===== src/rtl/dtfe_pkg.sv =====
// Shared types, codes, constants and table functions for the date/time field editor.
package dtfe_pkg;

  // Field widths
  localparam int YEAR_W    = 14;
  localparam int MONTH_W   = 4;
  localparam int DAY_W     = 5;
  localparam int WDAY_W    = 3;
  localparam int HOUR_W    = 5;
  localparam int MIN_W     = 6;
  localparam int SEC_W     = 6;
  localparam int CUR_W     = 3;
  localparam int FUNC_W    = 2;
  localparam int CFG_IDX_W = 2;

  // Stream widths, padded to whole bytes
  localparam int IN_DATA_W  = 48;
  localparam int OUT_DATA_W = 48;

  // Event codes carried in the input tuser
  typedef enum logic [FUNC_W-1:0] {
    FUNC_LOAD = 2'd0,
    FUNC_MODE = 2'd1,
    FUNC_UP   = 2'd2,
    FUNC_DOWN = 2'd3
  } func_t;

  // Cursor positions
  typedef enum logic [CUR_W-1:0] {
    CUR_YEAR    = 3'd0,
    CUR_MONTH   = 3'd1,
    CUR_DAY     = 3'd2,
    CUR_WEEKDAY = 3'd3,
    CUR_HOUR    = 3'd4,
    CUR_MINUTE  = 3'd5,
    CUR_SECOND  = 3'd6,
    CUR_SAVE    = 3'd7
  } cursor_t;

  // Configuration register indexes
  localparam logic [CFG_IDX_W-1:0] CFG_YEAR_LOW  = 2'd0;
  localparam logic [CFG_IDX_W-1:0] CFG_YEAR_HIGH = 2'd1;

  // Reset values
  localparam logic [YEAR_W-1:0]  YEAR_LOW_RESET  = 14'd2000;
  localparam logic [YEAR_W-1:0]  YEAR_HIGH_RESET = 14'd2099;
  localparam logic [YEAR_W-1:0]  YEAR_RESET      = 14'd2000;
  localparam logic [MONTH_W-1:0] MONTH_RESET     = 4'd1;
  localparam logic [DAY_W-1:0]   DAY_RESET       = 5'd1;
  localparam logic [WDAY_W-1:0]  WDAY_RESET      = 3'd1;

  // Field limits
  localparam logic [MONTH_W-1:0] MONTH_MIN = 4'd1;
  localparam logic [MONTH_W-1:0] MONTH_MAX = 4'd12;
  localparam logic [DAY_W-1:0]   DAY_MIN   = 5'd1;
  localparam logic [WDAY_W-1:0]  WDAY_MIN  = 3'd1;
  localparam logic [WDAY_W-1:0]  WDAY_MAX  = 3'd7;
  localparam logic [HOUR_W-1:0]  HOUR_MAX  = 5'd23;
  localparam logic [MIN_W-1:0]   MIN_MAX   = 6'd59;
  localparam logic [SEC_W-1:0]   SEC_MAX   = 6'd59;

  // Edit register set
  typedef struct packed {
    logic [SEC_W-1:0]   second;
    logic [MIN_W-1:0]   minute;
    logic [HOUR_W-1:0]  hour;
    logic [WDAY_W-1:0]  weekday;
    logic [DAY_W-1:0]   day;
    logic [MONTH_W-1:0] month;
    logic [YEAR_W-1:0]  year;
  } dtfe_fields_t;

  // Year wrap limits
  typedef struct packed {
    logic [YEAR_W-1:0] low;
    logic [YEAR_W-1:0] high;
  } dtfe_limits_t;

  // One result item
  typedef struct packed {
    logic         save_pulse;
    dtfe_fields_t fields;
    cursor_t      cursor;
  } dtfe_result_t;

  // Month length; Feb is 29 when year mod 4 is 0, invalid months count 31
  function automatic logic [DAY_W-1:0] days_of(logic [YEAR_W-1:0] y, logic [MONTH_W-1:0] m);
    logic [DAY_W-1:0] len;
    case (m) inside
      4'd2:                    len = (y[1:0] == 2'b00) ? 5'd29 : 5'd28;
      4'd4, 4'd6, 4'd9, 4'd11: len = 5'd30;
      default:                 len = 5'd31;
    endcase
    return len;
  endfunction

  // (13 * (m + 1)) / 5 for the adjusted month
  function automatic logic [5:0] month_term(logic [MONTH_W-1:0] m);
    logic [5:0] t;
    case (m)
      4'd0:    t = 6'd2;
      4'd1:    t = 6'd5;
      4'd2:    t = 6'd7;
      4'd3:    t = 6'd10;
      4'd4:    t = 6'd13;
      4'd5:    t = 6'd15;
      4'd6:    t = 6'd18;
      4'd7:    t = 6'd20;
      4'd8:    t = 6'd23;
      4'd9:    t = 6'd26;
      4'd10:   t = 6'd28;
      4'd11:   t = 6'd31;
      4'd12:   t = 6'd33;
      4'd13:   t = 6'd36;
      4'd14:   t = 6'd39;
      default: t = 6'd41;
    endcase
    return t;
  endfunction

  // Wrap step: up past hi gives lo, down past lo gives hi
  function automatic logic [YEAR_W-1:0] step_wrap(logic [YEAR_W-1:0] v, logic [YEAR_W-1:0] lo,
                                                  logic [YEAR_W-1:0] hi, logic up);
    logic [YEAR_W-1:0] r;
    if (up) begin
      r = (v >= hi) ? lo : v + 14'd1;
    end else begin
      r = (v <= lo) ? hi : v - 14'd1;
    end
    return r;
  endfunction

endpackage


===== src/rtl/clock_date_time_field_editor_core.sv =====
// Top level of the date/time field editor: stream ports, input and result registers, config.
//
// Button-driven editor for a clock's date and time. Each input item is one event selected by
// in_tuser (load current time, mode, up, down) and gives exactly one result item with the
// cursor, all edited fields and a save pulse. An item enters an input register, is processed
// by combinational next-value logic against the edit registers, and lands in a result register:
// one item per clock is sustained while out_tready is high; out_tvalid rises with that write.
// The input side keeps accepting while a result waits, until both registers hold items. The
// year wrap limits are written through the cfg port (index 0 low limit, index 1 high limit;
// other indexes are ignored), which is always ready and should be written only while idle.
module clock_date_time_field_editor_core
  import dtfe_pkg::*;
(
  input  logic                  clk,
  input  logic                  rst_n,
  // input items
  input  logic                  in_tvalid,
  output logic                  in_tready,
  // in_tdata from bit 0: load_year[14], load_month[4], load_day[5], load_weekday[3],
  // load_hour[5], load_minute[6], load_second[6], zero pad[5]
  input  logic [IN_DATA_W-1:0]  in_tdata,
  // in_tuser: func[2]
  input  logic [FUNC_W-1:0]     in_tuser,
  // result items
  output logic                  out_tvalid,
  input  logic                  out_tready,
  // out_tdata from bit 0: cursor[3], year[14], month[4], day[5], weekday[3], hour[5],
  // minute[6], second[6], zero pad[2]
  output logic [OUT_DATA_W-1:0] out_tdata,
  // out_tuser: save_pulse[1]
  output logic                  out_tuser,
  // configuration writes
  input  logic                  cfg_valid,
  output logic                  cfg_ready,
  input  logic [CFG_IDX_W-1:0]  cfg_index,
  input  logic [YEAR_W-1:0]     cfg_data
);

  logic         s1_valid_r;
  func_t        s1_func_r;
  dtfe_fields_t s1_load_r;
  logic         out_valid_r;
  dtfe_result_t out_result_r;
  dtfe_limits_t limits_r;
  dtfe_result_t result;
  logic         step_en;

  // Handshake: process when the result register is free or being drained
  assign step_en   = s1_valid_r && (!out_valid_r || out_tready);
  assign in_tready = !s1_valid_r || step_en;
  assign cfg_ready = 1'b1;

  // Input register control
  always_ff @(posedge clk) begin
    if (!rst_n) begin
      s1_valid_r <= 1'b0;
    end else if (in_tready) begin
      s1_valid_r <= in_tvalid;
    end
  end

  // Input register payload
  always_ff @(posedge clk) begin
    if (in_tready && in_tvalid) begin
      s1_func_r         <= func_t'(in_tuser);
      s1_load_r.year    <= in_tdata[13:0];
      s1_load_r.month   <= in_tdata[17:14];
      s1_load_r.day     <= in_tdata[22:18];
      s1_load_r.weekday <= in_tdata[25:23];
      s1_load_r.hour    <= in_tdata[30:26];
      s1_load_r.minute  <= in_tdata[36:31];
      s1_load_r.second  <= in_tdata[42:37];
    end
  end

  // Year limit registers
  always_ff @(posedge clk) begin
    if (!rst_n) begin
      limits_r.low  <= YEAR_LOW_RESET;
      limits_r.high <= YEAR_HIGH_RESET;
    end else if (cfg_valid && cfg_ready) begin
      if (cfg_index == CFG_YEAR_LOW)  limits_r.low  <= cfg_data;
      if (cfg_index == CFG_YEAR_HIGH) limits_r.high <= cfg_data;
    end
  end

  dtfe_editor u_editor (
    .clk     (clk),
    .rst_n   (rst_n),
    .step_en (step_en),
    .func    (s1_func_r),
    .load    (s1_load_r),
    .limits  (limits_r),
    .result  (result)
  );

  // Result register control
  always_ff @(posedge clk) begin
    if (!rst_n) begin
      out_valid_r <= 1'b0;
    end else if (step_en) begin
      out_valid_r <= 1'b1;
    end else if (out_tready) begin
      out_valid_r <= 1'b0;
    end
  end

  // Result register payload
  always_ff @(posedge clk) begin
    if (step_en) begin
      out_result_r <= result;
    end
  end

  assign out_tvalid = out_valid_r;
  assign out_tuser  = out_result_r.save_pulse;
  assign out_tdata  = {2'b00,
                       out_result_r.fields.second,
                       out_result_r.fields.minute,
                       out_result_r.fields.hour,
                       out_result_r.fields.weekday,
                       out_result_r.fields.day,
                       out_result_r.fields.month,
                       out_result_r.fields.year,
                       out_result_r.cursor};

endmodule


===== src/rtl/dtfe_weekday.sv =====
// Weekday from a Gregorian date by Zeller's congruence, constant-divisor logic only.
module dtfe_weekday
  import dtfe_pkg::*;
(
  input  logic [YEAR_W-1:0]  year,
  input  logic [MONTH_W-1:0] month,
  input  logic [DAY_W-1:0]   day,
  output logic [WDAY_W-1:0]  weekday
);

  // ceil(2^17 / 25): exact floor(q / 25) for q below 2^15
  localparam int          RECIP_SHIFT = 17;
  localparam logic [12:0] RECIP25     = 13'd5243;
  localparam logic [14:0] YEAR_OFFSET = 15'd400;

  logic              early;
  logic [MONTH_W-1:0] m_adj;
  logic [14:0]       yy;
  logic [12:0]       q4;
  logic [25:0]       prod;
  logic [8:0]        q100;
  logic [6:0]        q400;
  logic [14:0]       sum;
  logic [5:0]        fold1;
  logic [3:0]        fold2;
  logic [2:0]        h;

  // Jan and Feb count as months 13 and 14 of the year before
  assign early = (month < 4'd3);
  assign m_adj = early ? month + 4'd12 : month;
  assign yy    = {1'b0, year} + YEAR_OFFSET - {14'd0, early};

  // yy/4, yy/100 = (yy/4)/25, yy/400 = (yy/100)/4
  assign q4   = yy[14:2];
  assign prod = 26'(q4) * 26'(RECIP25);
  assign q100 = prod[RECIP_SHIFT+8:RECIP_SHIFT];
  assign q400 = q100[8:2];

  assign sum = 15'(day) + 15'(month_term(m_adj)) + yy + 15'(q4) - 15'(q100) + 15'(q400);

  // mod 7 by folding octal digits (8 is 1 mod 7)
  assign fold1 = 6'(sum[2:0]) + 6'(sum[5:3]) + 6'(sum[8:6]) + 6'(sum[11:9]) + 6'(sum[14:12]);
  assign fold2 = 4'(fold1[5:3]) + 4'(fold1[2:0]);
  assign h     = (fold2 >= 4'd7) ? 3'(fold2 - 4'd7) : fold2[2:0];

  // Zeller h = 0 is Saturday; map to 1 = Monday .. 7 = Sunday
  always_comb begin
    case (h)
      3'd0:    weekday = 3'd6;
      3'd1:    weekday = 3'd7;
      default: weekday = h - 3'd1;
    endcase
  end

endmodule


===== src/rtl/dtfe_editor.sv =====
// Edit registers, cursor and the per-event next-value logic.
module dtfe_editor
  import dtfe_pkg::*;
(
  input  logic         clk,
  input  logic         rst_n,
  input  logic         step_en,
  input  func_t        func,
  input  dtfe_fields_t load,
  input  dtfe_limits_t limits,
  output dtfe_result_t result
);

  cursor_t          cursor_r, cursor_nxt;
  dtfe_fields_t     fields_r, fields_nxt;
  logic             pulse;
  logic             up;
  logic [DAY_W-1:0] load_lim;
  logic [DAY_W-1:0] load_day;
  logic [DAY_W-1:0] cur_lim;
  logic [DAY_W-1:0] step_lim;
  logic [WDAY_W-1:0] calc_wday;

  // Load path: clamp the day, then recompute weekday if it is invalid
  assign load_lim = days_of(load.year, load.month);
  assign load_day = (load.day > load_lim) ? load_lim : load.day;

  dtfe_weekday u_weekday (
    .year    (load.year),
    .month   (load.month),
    .day     (load_day),
    .weekday (calc_wday)
  );

  assign up      = (func == FUNC_UP);
  assign cur_lim = days_of(fields_r.year, fields_r.month);

  // Next state for one event
  always_comb begin
    fields_nxt = fields_r;
    cursor_nxt = cursor_r;
    pulse      = 1'b0;
    step_lim   = '0;
    case (func)
      FUNC_LOAD: begin
        fields_nxt     = load;
        fields_nxt.day = load_day;
        if (load.weekday == 3'd0) begin
          fields_nxt.weekday = calc_wday;
        end
        cursor_nxt = CUR_YEAR;
      end
      FUNC_MODE: begin
        if (cursor_r == CUR_SAVE) begin
          pulse = 1'b1;
        end else begin
          cursor_nxt = cursor_t'(cursor_r + 3'd1);
        end
      end
      default: begin
        case (cursor_r)
          CUR_YEAR: begin
            fields_nxt.year = step_wrap(fields_r.year, limits.low, limits.high, up);
            step_lim = days_of(fields_nxt.year, fields_r.month);
            if (fields_r.day > step_lim) fields_nxt.day = step_lim;
          end
          CUR_MONTH: begin
            fields_nxt.month = MONTH_W'(step_wrap(14'(fields_r.month), 14'(MONTH_MIN),
                                                  14'(MONTH_MAX), up));
            step_lim = days_of(fields_r.year, fields_nxt.month);
            if (fields_r.day > step_lim) fields_nxt.day = step_lim;
          end
          CUR_DAY: begin
            fields_nxt.day = DAY_W'(step_wrap(14'(fields_r.day), 14'(DAY_MIN),
                                              14'(cur_lim), up));
          end
          CUR_WEEKDAY: begin
            fields_nxt.weekday = WDAY_W'(step_wrap(14'(fields_r.weekday), 14'(WDAY_MIN),
                                                   14'(WDAY_MAX), up));
          end
          CUR_HOUR: begin
            fields_nxt.hour = HOUR_W'(step_wrap(14'(fields_r.hour), 14'd0,
                                                14'(HOUR_MAX), up));
          end
          CUR_MINUTE: begin
            fields_nxt.minute = MIN_W'(step_wrap(14'(fields_r.minute), 14'd0,
                                                 14'(MIN_MAX), up));
          end
          CUR_SECOND: begin
            fields_nxt.second = SEC_W'(step_wrap(14'(fields_r.second), 14'd0,
                                                 14'(SEC_MAX), up));
          end
          default: begin
            // save position: up and down change nothing
          end
        endcase
      end
    endcase
  end

  // Edit state registers
  always_ff @(posedge clk) begin
    if (!rst_n) begin
      cursor_r         <= CUR_YEAR;
      fields_r.year    <= YEAR_RESET;
      fields_r.month   <= MONTH_RESET;
      fields_r.day     <= DAY_RESET;
      fields_r.weekday <= WDAY_RESET;
      fields_r.hour    <= '0;
      fields_r.minute  <= '0;
      fields_r.second  <= '0;
    end else if (step_en) begin
      cursor_r <= cursor_nxt;
      fields_r <= fields_nxt;
    end
  end

  assign result.cursor     = cursor_nxt;
  assign result.fields     = fields_nxt;
  assign result.save_pulse = pulse;

endmodule

===== config.mk =====
export PLATFORM = sky130hd
export DESIGN_NAME = clock_date_time_field_editor_core
export DESIGN_NICKNAME = d
export VERILOG_FILES = /design/src/rtl/dtfe_pkg.sv /design/src/rtl/clock_date_time_field_editor_core.sv /design/src/rtl/dtfe_weekday.sv /design/src/rtl/dtfe_editor.sv
export SDC_FILE = /design/constraint.sdc
export NUM_CORES = 1
export LEC_CHECK = 0
export BUFFER_PORTS_ARGS = -buffer_cell sky130_fd_sc_hd__buf_4
export CORE_ASPECT_RATIO = 0.7
export CORE_MARGIN = 10
export CORE_UTILIZATION = 30
export DETAILED_ROUTE_END_ITERATION = 6
export PLACE_DENSITY = 0.47
export RECOVER_POWER = 25
export SYNTH_ARGS = -nofsm -noshare
export SYNTH_HDL_FRONTEND = slang
export SYNTH_SLANG_ARGS = --single-unit

===== constraint.sdc =====
create_clock -name clk -period 48.3 [get_ports clk]
set_input_delay 7.245 -clock clk [delete_from_list [all_inputs] [get_ports clk]]
set_output_delay 7.245 -clock clk [all_outputs]
set_load 0.01 [all_outputs]

Yosys cells after proc, flatten, opt, wreduce, memory -nomap -nowiden
Memory sizes are Yosys's and may differ from the RTL's.
Index checks and enable logic that the tools add are counted.

cells by class
  shifts and indexed selects = 0
  muxes and demuxes = 59
  bitwise gates (word level) = 0
  reduce and logical (&&, ||, !) cells = 21
  add/sub/neg operators = 30
  equal/unequal tests = 26
  multipliers = 1
  div/mod/pow operators = 0
  $lt $le $gt $ge = 19

operators with widths
  cell                                                  count
  two-way mux 5 bit                                     18
  one-hot mux 43 bit (2 select lines)                   1
  two-way mux 14 bit                                    6
  two-way mux 6 bit                                     8
  two-way mux 4 bit                                     7
  multiplier 13 x 13 -> 26 bit (second input constant)  1
  equality test 4 x 3 -> 1 bit (second input constant)  6
  equality test 4 bit (second input constant)           6
  two-way mux 3 bit                                     7
  adder 14 x 9 -> 15 bit (second input constant)        1
  adder 15 x 13 -> 15 bit                               1
  adder 15 x 7 -> 15 bit                                1
  adder 7 x 15 -> 15 bit                                1
  > comparator 5 bit                                    3
  one-hot mux 5 bit (3 select lines)                    1
  subtractor 15 x 1 -> 15 bit                           1
  subtractor 15 x 9 -> 15 bit                           1
  adder 14 x 1 -> 14 bit (second input constant)        1
  greater-or-equal comparator 14 bit                    1
  less-or-equal comparator 14 bit                       1
  subtractor 14 x 1 -> 14 bit (second input constant)   1
  adder 6 x 1 -> 6 bit (second input constant)          2
  equality test 3 bit (second input constant)           4
  equality test 4 x 2 -> 1 bit (second input constant)  3
  40 further kinds                                      73

word-level totals
  RAM bits = 0
  register bits after elaboration = 168
  output and inout bits = 52
  bits in latches = 0
  memory bits (read-only) = 96
  memories = 1
  bits of input ports = 71
  word-level logic and storage cells = 186

memory list
  memory            depth  bits a word  read ports  clocked after memory_dff  write ports  RTL line         RTL
  (name not given)  16     6            1           0                         0            dtfe_pkg.sv:100  case (m)

Logic depth before layout (Yosys ltp)
Gate-level depths: netlist (run 1).

  word-level depth = 22
  mapped depth = 69
  gate-level depth less buffers = 69

Modules after synthesis
A second synthesis (run 1) with hierarchy kept.

unflattened totals
  cell total of the unflattened synthesis = 1801
  area, all modules = 16432.0 sq um

by module, submodules not included
  module                             sequential area each (sq um)  area each (sq um)  cells an instance  times used
  dtfe_weekday                       0.0                           6317.3             703                1
  dtfe_editor                        920.9                         6062.1             872                1
  clock_date_time_field_editor_core  3363.2                        4052.6             226                1

Worst setup path before layout (run 1)
No wires, ideal clock.

  kind = flip-flop to flip-flop
  start point = register, netlist name s1_load_r[15]
  end point = register u_editor.fields_r[23] (netlist bit)
  required time = 48.094 ns
  slack = 33.168 ns
  stages on the path, launching flop included = 64
  library setup time = 0.206 ns
  clock period less this slack = 15.132 ns
  arrival time = 14.926 ns
  cell sequence = edfxtp_1 -> ha_1 -> a21boi_0 -> ha_1 -> inv_1 -> ha_1 -> inv_1 -> fa_1 -> nor2b_1 -> o21ai_1 -> a21boi_1 -> o31a_1 -> o31a_1 -> o31ai_1 -> a21oi_1 -> or3_1 -> ha_1 -> fa_1 -> (+28 left out) -> fa_1 -> inv_1 -> fa_1 -> ha_1 -> fa_1 -> xor2_1 -> ha_1 -> fa_1 -> ha_1 -> a221oi_2 -> mux2_4 -> inv_2 -> ha_1 -> or3_1 -> a311oi_1 -> nor2_1 -> nand2_1 -> o211ai_1

RTL lines
  element                 RTL line            RTL
  end signal: assignment  dtfe_editor.sv:114  fields_r <= fields_nxt;
  end: declaration        dtfe_editor.sv:15   dtfe_fields_t fields_r, fields_nxt;

==> run_results.csv, run 1 <==
group,metric,value,unit
synth,synth_area_leader_cell,"sky130_fd_sc_hd__ha_1",
floorplanning,area_of_the_placeable_core,0.0520,mm2
setup_path,crit_cells,64,
layout,finish.utilization,34.2,%
synth,post-synth-top-area-fraction,18.0,%
drt,top_layer,"met4",
clock_tree,clockBufferDepth,2,
floorplanning,io_pins,123,
layout,nets,2181,
drt,detail_route.iter0.violations,753,
floorplanning,die_area,0.0621,mm2
setup_path,regToRegSetupSlack,31.01,ns
clock_tree,insertion_delay,0.46,ns
outcome,violated_checks,"capacitance limit, slew limit",
layout,n_antenna_cell,0,
clock_tree,cts_root_buf,"sky130_fd_sc_hd__clkbuf_16",
worst_hold_path,worst_hold_path.endpoint,"limits_r[10]",
place,gp_routability_congestion,0.871,
timing,hold_ws,0.460,ns
global_route,grt.overflow.total,0,
setup_path,critPathKind,"reg -> reg",
setup_path,r2r.worst_path.cells,64,
setup_path,timing.critical_path.fanout_max,7,
drt,detail_route.wirelength.met1,24300,um
synth,synth_cell_type_count,88,
drt,drtAntennaViolNets,0,
drt,met3RoutedLength,2750,um
place,placement.io_buffers,114,
setup_path,reg2reg_end,"out_tdata[28]",
clock_tree,clock-sinks,168,
synth,ys_seq_area_share,27.2,%
timing,slew_limit_fails,34,
global_route,grt_max_degree,66,
setup_path,cp-start-kind,"flop",
drt,dr_wl_met2,17700,um
clock_tree,post_cts_resized,0,
synth,ys_ff_latch,168,
synth,ys_warn_count,0,
setup_path,worst_path_largest_cell_delay,0.66,ns
timing,max_freq,57.8,MHz
timing,timing.clock.skew,0.0136,ns
timing,rsz0062_at_grt,"no",
timing,final-setup-viol-count,0,
synth,synth-edff-count,92,
timing,worst_pin_slew,1.81,ns
synth,syn_area_per_cell,9.14,um2
clock_tree,htree_num_levels,4,
layout,area_growth,13.3,%
worst_hold_path,start_point_of_the_worst_min_delay_path,"limits_r[10]",
drt,drc_errors,0,
synth,post_synth_instance_area,0.0157,mm2
floorplanning,die_w,294,um
drt,num_vias,12400,
setup_path,critical_path.reg2reg.startpoint,"s1_load_r[15]",
drt,drt_wl_total,45100,um
setup_path,critPathBufInv,13,
timing,min_period,17.29,ns
place,post-dp-hpwl,35200,um
timing,final_min_period_over_clock_period,35.8,%
clock_tree,post_cts_buffers,0,
drt,via_per_inst,4.97,
global_route,global_route.usage.total,14.5,%
worst_hold_path,worst_hold_path_type,"reg -> reg",
floorplanning,core.rowCount,70,
timing,final.setup.tns,0,ns
synth,postSynth.asyncResetShare,0,%
setup_path,timing.critical_path.arrival,17.44,ns
drt,dr.pass1.iters,6,
outcome,status,"finished, violations left",
floorplanning,initial_utilization,30.2,%
setup_path,cpMaxStageDelayCell,"sky130_fd_sc_hd__a21boi_0",
drt,wire_per_inst,18.1,um
floorplanning,die_h,212,um
clock_tree,cts_tree,"done",
setup_path,path_delay_family,"adder cells",
worst_hold_path,min_path_cells,2,
global_route,via_count_of_the_first_global_routing_pass,12300,
job,maxCapViolCount,1,
synth,synthesis.instances,1721,
clock_tree,worst_setup_hold_path_clk_slew,0.08,ns
layout,drive_gt1_share,10.8,%
timing,max_slew_margin,-20.6,%
synth,synthFlopType,"sky130_fd_sc_hd__edfxtp_1",
global_route,grt_antenna_before_repair,0,
setup_path,timing.critical_path.to_type,"flop",
clock_tree,cts_hold_repair.buffers,0,
clock_tree,numCtsBuffers,17,
timing,timing_hold_violations_final,0,
synth,synth_area_leaders,"sky130_fd_sc_hd__ha_1 (18%), sky130_fd_sc_hd__edfxtp_1 (18%), sky130_fd_sc_hd__fa_1 (11%)",
setup_path,crit_required,48.45,ns
global_route,grt_pass1_wl,70800,um
[per-stage QoR]
step	area (um2)	instances	setup WS [ns]
floorplan	15700	1722	33.17
global placement	17200	2461	31.10
detailed placement	17200	2461	31.11
CTS	17800	2493	30.96
global route	17800	2493	29.74
finish	17800	2493	31.01
[registers in the layout, summed over array words and instances (netlist names)]
name / cells
limits_r: 28
out_tdata: 46
out_tuser: 1
out_tvalid: 1
s1_func_r: 2
s1_load_r: 43
s1_valid_r: 1
u_editor.cursor_r: 3
u_editor.fields_r: 43
[metal layers]
layer,track usage [%],up-vias
met5,0,-
met4,2.14,0
met2,19.7,305
met3,3.49,22
met1,22.6,5912
li1,-,6146
[placed cells by master (no fill, tap or decap), types with 6 or more instances in the layout]
master                      Yosys  final
sky130_fd_sc_hd__ha_1         226    226
sky130_fd_sc_hd__buf_4          7     93
sky130_fd_sc_hd__edfxtp_1      92     92
sky130_fd_sc_hd__o21bai_1       6      6
sky130_fd_sc_hd__a211o_1        7      7
sky130_fd_sc_hd__nor2b_1       17     17
sky130_fd_sc_hd__inv_1        212    212
sky130_fd_sc_hd__nand4_1       16     16
sky130_fd_sc_hd__xor2_1        28     28
sky130_fd_sc_hd__mux2i_1       28     28
sky130_fd_sc_hd__o21ai_0       62     63
sky130_fd_sc_hd__inv_8          0      6
sky130_fd_sc_hd__a21o_1        22     22
sky130_fd_sc_hd__o31a_1         8      8
sky130_fd_sc_hd__nor2_1       107    107
sky130_fd_sc_hd__o22ai_1       24     24
sky130_fd_sc_hd__clkbuf_1      43      6
sky130_fd_sc_hd__clkbuf_4       1     32
sky130_fd_sc_hd__a31oi_1       20     20
sky130_fd_sc_hd__a21oi_1      132    132
sky130_fd_sc_hd__fa_1          88     88
sky130_fd_sc_hd__o211ai_1      23     23
sky130_fd_sc_hd__nand3_1       31     31
sky130_fd_sc_hd__nand2_1      166    166
sky130_fd_sc_hd__a211oi_1      17     17
sky130_fd_sc_hd__o31ai_1       12     12
sky130_fd_sc_hd__or3_1         12     12
sky130_fd_sc_hd__nand2b_1      14     13
sky130_fd_sc_hd__dfxtp_1       76     76
sky130_fd_sc_hd__clkbuf_16      0     17
sky130_fd_sc_hd__xnor2_1       49     49
sky130_fd_sc_hd__nor3_1        28     28
sky130_fd_sc_hd__o221ai_1       7      7
[area by class of cell]
class | instances | area (um2)
clock buffers | 18 | 439
clock inverters | 14 | 151
fillers | 5414 | 34200
inverters | 218 | 820
multi-input cells | 1260 | 10300
flip-flops and latches | 168 | 4280
well taps | 684 | 856
repair buffers | 131 | 961
[synthesized netlist by cell type, drive strengths merged, types with 16 or more instances]
cell type / number
dfxtp: 76
o21ai: 64
nand4: 16
a21oi: 134
a211oi: 18
fa: 88
nor2b: 17
a31oi: 21
nor2: 109
inv: 216
nor3: 29
edfxtp: 92
xor2: 28
o211ai: 23
xnor2: 50
clkbuf: 44
a21o: 22
o22ai: 24
ha: 226
nand2: 166
nand3: 31
buf: 32
mux2i: 28
[worst max path at each step]
stage	to	slack, ns	from
finish	out_tdata[28]	31.01	s1_load_r[15]
global route	u_editor.fields_r[25]	29.74	s1_load_r[15]
CTS	out_tdata[28]	30.96	s1_load_r[15]
detailed placement	out_tdata[28]	31.11	s1_load_r[15]
global placement	out_tdata[28]	31.10	s1_load_r[15]
floorplan	u_editor.fields_r[23]	33.17	s1_load_r[15]
[cells by family (layout without fill, tap and decap cells)]
kind of cell,count (synthesis),in the layout,share of synthesized area [%]
fa+ha+maj,314,314,29.2
xor+xnor,78,78,4.46
compound gates,398,398,16.5
other cells,2,3,0.0478
flops,168,168,27.2
buf+inv,294,381,7.31
mux,35,35,2.38
simple gates,432,432,12.9
[worst min-delay path, stage by stage, from the launching register on]
cell and delay, ns:
sky130_fd_sc_hd__dfxtp_1 0.31, sky130_fd_sc_hd__nand2_1 0.05, sky130_fd_sc_hd__a21oi_1 0.05
Power of run 1 is left out: the tool's default activity adds up to more than one toggle a clock period on the data nets, which glitch-free logic cannot reach.
==> run 2, diff against run 1 <==
PLACE_DENSITY = 0.48   (was 0.47)
clock period = 14.25 ns   (was 48.3 ns; I/O delays follow)
==> run 2 against run 1 <==
The flow finishes with violations (capacitance limit, setup timing); utilization grew 3.2 points; clock skew shrank 0.00073 ns; clock-buffer cell count is the same; design area grew 9.2%; via count grew 5.9%; critical path depth grew 4; critical endpoint unchanged.
==> run_results.csv, run 2 (synthesis gave the netlist of run 1 again) <==
group,metric,value,unit
floorplanning,initial_utilization,30.2,%
floorplanning,die_w,294,um
timing,final_min_period_over_clock_period,105,%
place,post-dp-hpwl,36600,um
place,gp_routability_congestion,0.857,
timing,min_period,14.91,ns
floorplanning,core.rowCount,70,
setup_path,timing.critical_path.fanout_max,4,
worst_hold_path,worst_hold_path_type,"reg -> reg",
clock_tree,htree_num_levels,4,
setup_path,cpMaxStageDelayCell,"sky130_fd_sc_hd__fa_1",
outcome,violated_checks,"capacitance limit, setup timing",
layout,area_growth,23.7,%
clock_tree,worst_setup_hold_path_clk_slew,0.07,ns
timing,final-setup-viol-count,6,
clock_tree,clock-sinks,168,
clock_tree,cts_root_buf,"sky130_fd_sc_hd__clkbuf_16",
global_route,grt_antenna_before_repair,0,
layout,drive_gt1_share,21.4,%
layout,nets,2333,
layout,fillCellCount,5317,
timing,timing.clock.skew,0.0129,ns
clock_tree,cts_tree,"done",
setup_path,critPathKind,"reg -> reg",
drt,drtAntennaViolNets,0,
timing,slew_limit_fails,0,
clock_tree,insertion_delay,0.46,ns
drt,num_vias,13100,
layout,n_antenna_cell,0,
setup_path,cp_common_cell,"sky130_fd_sc_hd__fa_1",
timing,max_slew_margin,0.0538,%
global_route,global_route.usage.total,15.4,%
global_route,grt_pass1_wl,75500,um
layout,area.sequential,0.00428,mm2
layout,final_common_cell,"sky130_fd_sc_hd__buf_4",
layout,mostFrequentLayoutCells,"sky130_fd_sc_hd__buf_4 (226), sky130_fd_sc_hd__ha_1 (204), sky130_fd_sc_hd__inv_1 (201)",
global_route,via_count_of_the_first_global_routing_pass,13100,
timing,max_freq,67.1,MHz
drt,dr.pass1.iters,6,
global_route,grt.overflow.total,0,
timing,hold_ws,0.458,ns
layout,largest_reg_flops,46,
setup_path,crit_required,14.44,ns
floorplanning,die_h,212,um
setup_path,cp-start-kind,"flop",
drt,drc_errors,0,
floorplanning,io_pins,123,
drt,wire_per_inst,17.9,um
timing,worst_pin_slew,1.50,ns
setup_path,timing.critical_path.arrival,15.10,ns
setup_path,timing.critical_path.to_type,"flop",
drt,drt_wl_total,47400,um
place,placement.io_buffers,114,
drt,via_per_inst,4.96,
layout,multiInputGateArea,0.0108,mm2
clock_tree,clockBufferDepth,2,
drt,detail_route.iter0.violations,714,
floorplanning,area_of_the_placeable_core,0.0520,mm2
timing,rsz0062_at_grt,"yes",
job,maxCapViolCount,1,
timing,postLayoutSetupSlackWorst,-0.661,ns
outcome,status,"finished, violations left",
global_route,grt_max_degree,72,
floorplanning,die_area,0.0621,mm2
clock_tree,numCtsBuffers,17,
setup_path,worst_path_largest_cell_delay,0.55,ns
timing,timing_hold_violations_final,0,
run 2: layout make-up:
cell class | count | share of cell area (%)
clock buffer | 18 | 2.21
clock inverter | 14 | 0.598
inverter | 218 | 4.22
multi-input combinational | 1260 | 55.5
sequential | 168 | 22.0
tap | 684 | 4.40
timing repair buffer | 283 | 11.0
run 2: worst paths after layout:
check | start | endpoint | slack (ns) | depth (start not counted)
min reg2reg | limits_r[8] | limits_r[8] | 0.46 | 2
min | limits_r[8] | limits_r[8] | 0.46 | 2
max reg2reg | s1_load_r[17] | out_tdata[28] | -0.66 | 68
max | s1_load_r[17] | out_tdata[28] | -0.66 | 68
run 2: critical path, delay by kind of cell, from the launching register on:
family / cells / cell delay [ns]
xor gates and xnor gates: 5 / 0.79
DFF: 1 / 0.43
AOI/OAI and AO/OA: 18 / 3.16
buffers and inverters: 18 / 1.34
and+or+nand+nor: 6 / 1.17
adders and majority gates: 21 / 7.73
run 2: metrics by stage:
step                      cell area, um2  utilization (%)  setup WS [ns]  setup TNS, ns  std cells
after floorplan                    15900                -         -0.140         -0.460       1722
after global placement             18400             35.4          -1.15          -6.66       2588
after detailed placement           18400             35.4          -1.22          -7.09       2588
after CTS                          19300             37.1         -0.752          -4.22       2639
after global routing               19500             37.4          -1.39          -7.85       2645
final                              19500             37.4         -0.661          -3.59       2645
run 2: per-layer routing:
layer / vias up / track usage [%] / wire, um
met3: 23 / 2.59 / 2020
li1: 6460 / - / -
met5: - / 0 / 0
met2: 274 / 22.1 / 19700
met1: 6357 / 23.7 / 25400
met4: 0 / 2.51 / 353
run 2: what timing repair did:
item | 4_1_cts | 5_1_grt
resized for setup | 44 | 26
buffers inserted | 19 | 6
hold buffers | 0 | 0
pin swaps | 63 | 26
endpoints found under the setup margin | 6 | 6
Power of run 2 is left out for the same reason.
==> run 3, diff against run 2 <==
CORE_MARGIN = 3   (was 10)
==> run 3 against run 2 <==
The flow finishes with violations (capacitance limit, slew limit, setup timing); clock-buffer cell count grew 8; sequential share of layout area shrank 0.089 points; wire length rose by 0.58%; flip-flop and latch count is the same; critical path depth fell by 1; register-to-register slack lost 0.12 ns; die area is 11% lower; clock skew rose by 0.0038 ns; via count grew 1.3%; critical path type unchanged; critical endpoint unchanged.
==> run_results.csv, run 3 (synthesis gave the netlist of run 1 again) <==
group,metric,value,unit
setup_path,crit_required,14.43,ns
timing,slew_limit_fails,80,
drt,detail_route.iter0.violations,971,
worst_hold_path,min_path_cells,2,
layout,final-instance-count-excl-fill,2641,
setup_path,critPathKind,"reg -> reg",
layout,drive_gt1_share,21.6,%
clock_tree,clockBufferDepth,2,
setup_path,timing.critical_path.arrival,15.21,ns
global_route,grt_antenna_before_repair,0,
layout,nets,2339,
global_route,grt_pass1_wl,74100,um
floorplanning,initial_utilization,30.7,%
place,detailedPlace.worstSlack,-1.34,ns
drt,wire_per_inst,18.1,um
global_route,via_count_of_the_first_global_routing_pass,13100,
setup_path,timing.critical_path.fanout_max,4,
floorplanning,io_pins,123,
timing,max_freq,66.5,MHz
clock_tree,worst_setup_hold_path_clk_slew,0.07,ns
floorplanning,die_area,0.0553,mm2
drt,num_vias,13300,
timing,timing.clock.skew,0.0167,ns
timing,timing_hold_violations_final,0,
clock_tree,cts_hold_repair.buffers,0,
global_route,global_route.usage.total,17.1,%
timing,postLayoutSetupSlackWorst,-0.778,ns
worst_hold_path,start_point_of_the_worst_min_delay_path,"limits_r[12]",
drt,drtAntennaViolNets,0,
drt,dr.pass1.iters,5,
outcome,status,"finished, violations left",
setup_path,cp_common_cell,"sky130_fd_sc_hd__fa_1",
place,post-dp-hpwl,36900,um
outcome,violated_checks,"capacitance limit, slew limit, setup timing",
layout,area.sequential,0.00428,mm2
place,place.detailed.instances,2581,
drt,drt_wl_total,47700,um
setup_path,timing.critical_path.to_type,"flop",
timing,worst_pin_slew,3.00,ns
layout,mostFrequentLayoutCells,"sky130_fd_sc_hd__buf_4 (231), sky130_fd_sc_hd__ha_1 (200), sky130_fd_sc_hd__inv_1 (198)",
timing,max_slew_margin,-100,%
setup_path,worst_path_largest_cell_delay,0.54,ns
clock_tree,insertion_delay,0.45,ns
layout,final_cell_area,0.0195,mm2
timing,hold_ws,0.457,ns
setup_path,reg2reg_end,"out_tdata[28]",
global_route,grt_max_degree,71,
timing,rsz0062_at_grt,"yes",
place,placement.io_buffers,114,
clock_tree,htree_num_levels,4,
setup_path,regToRegSetupSlack,-0.78,ns
place,gp_routability_congestion,0.877,
global_route,grt.overflow.total,0,
layout,largest_reg_flops,46,
layout,fillCellCount,5175,
floorplanning,die_w,280,um
drt,via_per_inst,5.03,
clock_tree,cts_tree,"done",
drt,drc_errors,0,
timing,final_min_period_over_clock_period,105,%
worst_hold_path,worst_hold_path.endpoint,"limits_r[12]",
job,maxCapViolCount,2,
layout,area_growth,24.2,%
place,dpl_cell_area,0.0184,mm2
setup_path,cpMaxStageDelayCell,"sky130_fd_sc_hd__fa_1",
worst_hold_path,worst_hold_path_type,"reg -> reg",
clock_tree,cts_root_buf,"sky130_fd_sc_hd__clkbuf_16",
layout,multiInputGateArea,0.0108,mm2
floorplanning,core.rowCount,69,
timing,min_period,15.03,ns
floorplanning,area_of_the_placeable_core,0.0513,mm2
layout,final_common_cell,"sky130_fd_sc_hd__buf_4",
timing,final-setup-viol-count,6,
layout,n_antenna_cell,0,
clock_tree,numCtsBuffers,17,
setup_path,r2r.worst_path.cells,67,
setup_path,cp-start-kind,"flop",
clock_tree,clock-sinks,168,
floorplanning,die_h,198,um
setup_path,critical_path.reg2reg.startpoint,"s1_load_r[17]",
[run 3: cell types whose count changed in the layout (fill, tap and decap cells not counted), moves of 3 or more]
| cell | change |
|---|---|
| sky130_fd_sc_hd__clkbuf_1 | +7 |
| sky130_fd_sc_hd__buf_4 | +5 |
| sky130_fd_sc_hd__ha_4 | +5 |
| sky130_fd_sc_hd__ha_1 | -4 |
| sky130_fd_sc_hd__clkbuf_16 | +3 |
| sky130_fd_sc_hd__clkinvlp_4 | -3 |
| sky130_fd_sc_hd__inv_1 | -3 |
| sky130_fd_sc_hd__inv_2 | +3 |
[run 3: per-stage QoR]
step	TNS, ns	utilization, %
final	-4.37	38.1
after floorplan	-0.460	-
after global placement	-6.60	35.9
after global routing	-8.03	38.1
after detailed placement	-7.83	35.9
after CTS	-4.28	37.9
[run 3: layer usage]
metal / global-route usage (%) / vias up / routed length (um)
li1: - / 6473 / -
met1: 27.0 / 6454 / 25400
met2: 24.2 / 332 / 19300
met3: 3.28 / 21 / 2640
met4: 2.71 / 0 / 364
met5: 0 / - / 0
[run 3: cell type report]
class,count,area share (%)
multi-input combinational,1260,55.5
sequential,168,21.9
timing repair buffer,289,11.1
tap,674,4.32
inverter,218,4.21
clock buffer,26,2.75
clock inverter,6,0.243
[run 3: worst max path at each step]
stage / from / to / slack (ns) / cells past startpoint
after detailed placement: s1_load_r[17] / u_editor.fields_r[23] / -1.34 / 65
after global routing: s1_load_r[16] / u_editor.fields_r[25] / -1.40 / 69
final: s1_load_r[17] / out_tdata[28] / -0.78 / 67
after global placement: s1_load_r[17] / u_editor.fields_r[23] / -1.14 / 65
after floorplan: s1_load_r[15] / out_tdata[28] / -0.14 / 61
after CTS: s1_load_r[16] / u_editor.fields_r[23] / -0.74 / 69
[run 3: timing repair]
item | 4_1_cts | 5_1_grt
setup buffers | 20 | 8
pin swaps | 77 | 32
setup endpoints to repair | 6 | 6
resized for setup | 52 | 21
[run 3: critical path, delay by kind of cell (launching register included)]
family | cells | cell delay, ns
XOR/XNOR | 4 | 0.79
adder cells (fa/ha/maj) | 22 | 7.96
flip-flops | 1 | 0.42
AND/OR/NAND/NOR | 6 | 1.13
buffers and inverters | 18 | 1.37
multiplexers | 1 | 0.26
AO/OA/AOI/OAI | 16 | 2.81
Power of run 3 is left out for the same reason.
